===== src/design/dtinf_ram.sv =====
`timescale 1ns / 1ps
`default_nettype none

module dtinf_ram #(
  parameter int unsigned WIDTH = 32,
  parameter int unsigned DEPTH = 16,
  parameter int unsigned AW    = (DEPTH > 1) ? $clog2(DEPTH) : 1
) (
  input  wire logic             clk_i,
  input  wire logic             we_i,
  input  wire logic [AW-1:0]    waddr_i,
  input  wire logic [WIDTH-1:0] wdata_i,
  input  wire logic             re_i,
  input  wire logic [AW-1:0]    raddr_i,
  output logic      [WIDTH-1:0] rdata_o
);

  logic [WIDTH-1:0] mem_q [DEPTH];
  logic [WIDTH-1:0] rdata_q;

  always_ff @(posedge clk_i) begin
    if (we_i) begin
      mem_q[waddr_i] <= wdata_i;
    end
    if (re_i) begin
      rdata_q <= mem_q[raddr_i];
    end
  end

  assign rdata_o = rdata_q;

endmodule

`default_nettype wire


===== config.mk =====
export PLATFORM = sky130hd
export DESIGN_NAME = dtinf_ram
export DESIGN_NICKNAME = d
export VERILOG_FILES = /design/src/design/dtinf_ram.sv
export SDC_FILE = /design/constraint.sdc
export NUM_CORES = 1
export LEC_CHECK = 0
export ABC_CLOCK_PERIOD_IN_PS = 5190
export BUFFER_PORTS_ARGS = -buffer_cell sky130_fd_sc_hd__buf_2
export CORE_ASPECT_RATIO = 0.6
export CORE_MARGIN = 1
export CORE_UTILIZATION = 55
export DETAILED_ROUTE_END_ITERATION = 12
export PLACE_DENSITY_LB_ADDON = 0.05
export SYNTH_ARGS = -nofsm -noshare
export SYNTH_HDL_FRONTEND = slang
export SYNTH_SLANG_ARGS = --single-unit

===== constraint.sdc =====
create_clock -name clk_i -period 5.19 [get_ports clk_i]
set_clock_uncertainty 0.05 [all_clocks]
set_input_delay 0.519 -clock clk_i [delete_from_list [all_inputs] [get_ports clk_i]]
set_output_delay 0.519 -clock clk_i [all_outputs]
set_load 0.01 [all_outputs]

## Word-level counts from Yosys, hierarchy flattened

Memory sizes are Yosys's and may differ from the RTL's. A register that Yosys moved wholly into a read port is not among the register bits.
Cells that the tools add are included.

| cells by class | value |
|---|---|
| $add $sub $neg | 0 |
| multiply operators | 0 |
| div/mod/pow operators | 0 |
| magnitude comparators | 0 |
| equal/unequal tests | 0 |
| shift operators | 0 |
| muxes and demuxes | 2 |
| bitwise operators | 0 |
| reduce and logical (&&, ||, !) cells | 0 |

Operators by type and width:

| kind | number |
|---|---|
| 1-bit two-way mux | 2 |

| storage, ports and cells | value |
|---|---|
| flip-flop bits (word level) | 0 |
| latch bits | 0 |
| RAM bits | 512 |
| memory bits (read-only) | 0 |
| word-level logic and storage cells | 3 |
| memories | 1 |

Memory list:

| memory | depth | width | read ports | clocked after Yosys merged registers in | write ports | line | text |
|---|---|---|---|---|---|---|---|
| mem_q | 16 | 32 | 1 | 1 | 1 | 18 | `logic [WIDTH-1:0] mem_q [DEPTH];` |

## Longest topological paths before layout

Gate-level depths: netlist of the first run.

| logic depth | value |
|---|---|
| word-level depth | 2 |
| depth in mapped cells | 5 |

## Least setup slack after synthesis of the first run

OpenSTA, ideal clock, no wires.

| timing | value |
|---|---|
| kind | input -> register |
| start point | in waddr_i[2] |
| end point | mem mem_q[0][0] (enable) |
| arrival | 3237 ps |
| slack | 1441 ps |
| stages on the path | 2 |
| buffers on the path | 0 |
| path through | or3b_2 nor3_1 |

RTL lines:

| element | line | text |
|---|---|---|
| start: declaration | 11 | `input wire logic [AW-1:0] waddr_i,` |
| end: declaration | 18 |  |

Straight into the memory's write port.

==> summary.txt, run 1 <==
Top FF cell, synth - edfxtp_1
Layout cell share with drive strength beyond 1 - 32.0%
Area Growth Syn to Fin - 12.4%
Clock Path Buffers - 3
# setup viols final - 0
Area leader, netlist - edfxtp_1
Initial core utilization - 56.8%
I/O pins - 75
Worst-Skew Late Latency - 0.56 ns
Worst setup EP type - flip-flop
Fillcell total - 2308
Post-Syn Instances - 838
Synthesized flop and latch total - 544
Worst-path maximum fanout - 65
Total Routing Usage GR - 23.2%
Crit path required time - 5.44 ns
Total number of vias - 8960
Crit path max-delay family - buffers and inverters
Total Power - 8.64 mW
Worst min-delay path class - in2reg
# rows - 53
Seq/Total Area, Yosys - 81.0%
Total grt overflow - 0
Die area - 0.0375 mm^2
Synth top area share - 81.0%
Residual DRC count - 0
DR WL/cell - 28.9 um
RSZ-0062 raised after global routing - false
Kind of critical path - in2reg
Core area - 0.0355 mm^2
Psw - 1.75 mW
MaxCap Viol Count - 0
Met2 usage - 39.2%
Syn Nets - 881
Critical Path Source Type - input port
Status - completed
Synth warnings - 0
Max incr delay on CP - 0.58 ns
Count of final hold-check violations - 0
First-pass GRT wire length - 61.2 mm
CTS resizes - 0
Critical path arrival - 2.61 ns
Count leader, synth - edfxtp_1
Total Wirelength - 41.9 mm
Max transition margin - 37.1%
Avg Inst Size Synth - 24.1 um^2
Yosys cell types - 17
Pwr Density - 381 mW/mm^2
CP bufs+invs - 2
Placed inst area - 0.0213 mm^2
Antenna viol nets, final - 0
Root Buffer - clkbuf_16
Initial antenna violation count - 2
Clock-pin slew on the worst setup and hold paths - 0.07 ns
Synth Cell Area - 0.0202 mm^2
CTS Hold Bufs - 0
Max IR drop VDD - 284 uV
M1 GR Usage - 31.7%
Die Ht - 150 um
TritonCTS Sinks - 544
Pins over their slew limit - 0
Switch share - 20.2%
Lkg Pwr - 7.21 nW
Ordered list of cells on the worst path - clkbuf_8 -> buf_4 -> mux4_2 -> a22oi_1 -> nand2_1
Logic pwr share - 4.9%
CTS tree - yes
Max Clk Rate - 0.424 GHz
Fraction of synthesis flops using an asynchronous set or reset pin - 0%
Tmin final - 2.36 ns
Global routing's busiest layer - met2
Fin util - 63.8%
Hold slack - 0.276 ns
Post-CTS Setup Inserts - 0
EDFF count, synth - 544
Die width - 249 um
Largest net degree at the start of global routing - 66
Met3 usage - 4.51%
Post-DP HPWL - 20.7 mm
Synth top cells by count - edfxtp_1 (544), mux4_2 (128), a22oi_1 (64), nand2_1 (33), clkbuf_1 (17)
Vias in the first global route - 9349
Nets - 986
Internal - 6.89 mW
Vias per cell - 6.19
Pre-antenna DRT Iters - 5
Placer congestion estimate - 0.736
Iter 0 DRT Violations - 720
Worst-margin pin slew - 0.944 ns
Slowest library cell on the worst path - clkbuf_8
Num CTS Buffers - 46
Flop-to-flop setup slack - 3.67 ns
Reg power frac - 57.6%
TNS Setup - 0 ns
Fin crit share - 45.5%
Fin area - 0.0227 mm^2
Port bufs - 74
Clk pwr share - 37.6%
Synth area leaders - edfxtp_1 (81%), mux4_2 (14%), a22oi_1 (2.4%), nand2_1 (0.61%), buf_4 (0.41%)
H-tree levels - 2
## metrics by stage
stage          setup slack, ns  instances
6_report                  2.83       1448
3_5_place_dp              2.22       1362
3_3_place_gp              2.25       1362
2_1_floorplan             1.44        838
5_1_grt                   2.63       1446
4_1_cts                   2.79       1446
## per-layer routing
layer,vias up,part of all wire (%)
met5,-,0
met4,0,1.9
met3,64,6.7
met2,310,50
met1,4764,41
li1,3822,-
## cell usage in the layout, fill, tap and decap left out
master and count:
and2_1 1, nand2_1 33, a22oi_1 64, buf_4 26, clkbuf_1 11, bufinv_16 1, buf_2 72, nand2b_1 2
nand3_1 1, buf_12 1, or3b_2 1, nor3_2 4, clkinvlp_4 3, clkinv_2 12, nor2_4 13, diode_2 2
nand3b_1 2, edfxtp_1 544, nor2b_4 2, mux4_2 128, clkinv_1 8, clkbuf_8 1, clkbuf_16 49
## layout make-up
type                            instances  area [um^2]  share of cell area (%)
Multi-Input combinational cell        251         3750                    16.5
Tap cell                              467          584                    2.58
Timing Repair Buffer                  100          589                    2.60
Antenna cell                            2         5.00                  0.0221
Sequential cell                       544        16300                    72.0
Clock buffer                           60         1270                    5.59
Clock inverter                         24          143                   0.629
## power by group through the flow
stage | logic [mW] | clock network [mW] | registers [mW]
3_3_place_gp | 0.412 | 0 | 5.06
3_5_place_dp | 0.428 | 0 | 5.07
6_report | 0.420 | 3.25 | 4.97
4_1_cts | 0.428 | 3.31 | 4.97
5_1_grt | 0.455 | 3.48 | 4.98
2_1_floorplan | 0.236 | 0 | 5.07
## sequential cells by signal (all words and copies together) (netlist names)
signal and count:
rdata_o 32, mem_q 512
## worst paths after layout
check	start	to	cells past startpoint
worst max-delay path	raddr_i[0]	rdata_o[1]	5
worst min-delay path	wdata_i[26]	mem_q[3][26]	1
worst max register to register	mem_q[2][31]	rdata_o[31]	3
worst min register to register	mem_q[7][5]	rdata_o[5]	3
## logic make-up (layout without fill, tap and decap cells)
| logic type | after synthesis | count (layout) | synth area share (%) |
|---|---|---|---|
| multiplexers | 128 | 128 | 14.3 |
| AO/OA/AOI/OAI | 64 | 64 | 2.38 |
| AND/OR/NAND/NOR | 59 | 59 | 1.25 |
| flip-flops | 544 | 544 | 81.0 |
| other | 0 | 2 | 0 |
| buffers and inverters | 43 | 184 | 1.10 |
No activity file was read; power rests on OpenSTA's default activity.
==> inputs of run 2 (changes only) <==
--- a/config.mk
+++ b/config.mk
@@ -5,7 +5,7 @@
 export SDC_FILE = /design/constraint.sdc
 export NUM_CORES = 1
 export LEC_CHECK = 0
-export ABC_CLOCK_PERIOD_IN_PS = 5190
+export ABC_CLOCK_PERIOD_IN_PS = 2300
 export BUFFER_PORTS_ARGS = -buffer_cell sky130_fd_sc_hd__buf_2
 export CORE_ASPECT_RATIO = 0.6
 export CORE_MARGIN = 1
==> constraint.sdc (replaced) <==
create_clock -name clk_i -period 2.3 [get_ports clk_i]
set_clock_uncertainty 0.05 [all_clocks]
set_input_delay 0.23 -clock clk_i [delete_from_list [all_inputs] [get_ports clk_i]]
set_output_delay 0.23 -clock clk_i [all_outputs]
set_load 0.01 [all_outputs]
==> run 2 against run 1 <==
Effect of this change: sequential share of layout area fell by 2.4 points; first-iteration DRC count rose by 39%; non-clock buffer count rose by 50; clock-buffer cell count did not move; core utilization rose by 2.2 points; clock power rose by 130%; critical path depth fell by 2; sequential power rose by 130%; global-route usage rose by 0.41 points; total power rose by 130%; final cell count rose by 3.5%; worst setup slack got worse by 2.0 ns; critical path type is now reg2reg.
==> summary.txt, run 2 (synthesized netlist as in run 1, its figures left out) <==
Status - completed
DR WL/cell - 28.5 um (-1.4%)
Pins over their slew limit - 0 (unchanged)
Clock Path Buffers - 3 (unchanged)
Largest net degree at the start of global routing - 37 (-44%)
Total Wirelength - 42.7 mm (+2.0%)
Worst min-delay path class - in2reg
Hold slack - 0.0236 ns (-0.252 ns)
Post-DP HPWL - 22.8 mm (+9.7%)
Num CTS Buffers - 48 (+4.3%)
Max Clk Rate - 0.672 GHz
Die width - 249 um (unchanged)
Crit path required time - 2.55 ns (-2.89 ns)
# rows - 53 (unchanged)
Worst-path maximum fanout - 1 (-98%)
CP bufs+invs - 0 (-2)
Ordered list of cells on the worst path - mux4_2 -> a22oi_1 -> nand2_1
Crit path max-delay family - multiplexers
Most common cell after layout, fill and taps aside - edfxtp_1
Most flop-heavy register - mem_q
Worst setup EP type - flip-flop
RSZ-0062 raised after global routing - false
Residual DRC count - 0 (unchanged)
Pwr Density - 841 mW/mm^2 (+120%)
Post-CTS Setup Inserts - 0 (unchanged)
Iter 0 DRT Violations - 1004 (+39%)
Total number of vias - 9341 (+4.3%)
I/O pins - 75 (unchanged)
Most frequent cells in the layout - edfxtp_1 (544), mux4_2 (128), buf_2 (72)
Critical Path Source Type - flip-flop
Total grt overflow - 0 (unchanged)
Top layer used by detailed routing - met4
Total Power - 19.7 mW (+130%)
Max transition margin - 57.0% (+20 points)
Die Ht - 150 um (unchanged)
Post-place setup slack - 0.322 ns (-1.90 ns)
Placed inst area - 0.0217 mm^2 (+2.3%)
Vias per cell - 6.24 (+0.77%)
Core area - 0.0355 mm^2 (unchanged)
Kind of critical path - reg2reg
Count of final hold-check violations - 0 (unchanged)
Slowest library cell on the worst path - mux4_2
Max FFs per register - 512 (unchanged)
Pre-antenna DRT Iters - 5 (unchanged)
Initial core utilization - 56.8% (unchanged)
Tmin final - 1.49 ns
Port bufs - 74 (unchanged)
Max incr delay on CP - 0.47 ns (-0.11 ns)
Max IR drop VDD - 661 uV (+130%)
CTS tree - yes
Fin area - 0.0235 mm^2 (+3.5%)
First-pass GRT wire length - 63.0 mm (+3.0%)
Worst-margin pin slew - 0.645 ns (-0.299 ns)
Final worst slack - 0.812 ns (-2.02 ns)
Clock-pin slew on the worst setup and hold paths - 0.07 ns (about the same)
Cell Count, Final, Fillers Out - 1498 (+3.5%)
Met2 WL - 20.3 mm (-3.4%)
Vias in the first global route - 9590 (+2.6%)
WL met1 - 18.6 mm (+8.6%)
Root Buffer - clkbuf_16
Fin crit share - 64.7%
Antenna viol nets, final - 0 (unchanged)
Layout cell share with drive strength beyond 1 - 32.1% (+0.16 points)
Initial antenna violation count - 1 (-1)
Fin util - 66.0% (+2.2 points)
H-tree levels - 2 (unchanged)
Placer congestion estimate - 0.748 (+1.6%)
TNS Setup - 0 ns (unchanged)
Metal3 WL - 3.12 mm (+11%)
Lkg Pwr - 7.55 nW (+4.7%)
Critical path arrival - 1.74 ns (-0.87 ns)
TritonCTS Sinks - 544 (unchanged)
Total Routing Usage GR - 23.6% (+0.41 points)
# setup viols final - 0 (unchanged)
Worst-Skew Late Latency - 0.56 ns (about the same)
Area Growth Syn to Fin - 16.3%
Nets - 1038 (+5.3%)
Dpl cells - 1383 (+1.5%)
MaxCap Viol Count - 0 (unchanged)
Die area - 0.0375 mm^2 (unchanged)
## run 2: repair_timing
action | in CTS | in global routing
hold endpoints to repair | 463 | 0
hold buffers | 29 | 0
gates resized for setup | 0 | 0
## run 2: cell type report
class / count / area, um^2
repair buffers: 150 / 1340
well taps: 467 / 584
clock buffers: 60 / 1270
clock inverters: 25 / 164
diodes: 1 / 2.50
fillers: 2283 / 12100
flip-flops and latches: 544 / 16300
multi-input cells: 251 / 3770
## run 2: worst paths after layout
path / slack [ns] / start / endpoint / cells past startpoint
worst max-delay path: 0.81 / mem_q[11][11] / rdata_o[11] / 3
worst min-delay path: 0.02 / wdata_i[6] / mem_q[11][6] / 1
worst max register to register: 0.81 / mem_q[11][11] / rdata_o[11] / 3
worst min register to register: 0.69 / mem_q[14][31] / rdata_o[31] / 3
## run 2: power breakdown
part	internal [mW]	total, mW	switching (mW)
sequential	11.2	11.2	0.0595
combinational	0.460	1.06	0.600
clock	4.12	7.44	3.33
## run 2: metal layers
layer / vias to the layer above / track usage, %
met3: 57 / 3.94
li1: 3920 / -
met4: 0 / 5.34
met5: - / 0
met2: 371 / 37.6
met1: 4993 / 35.2
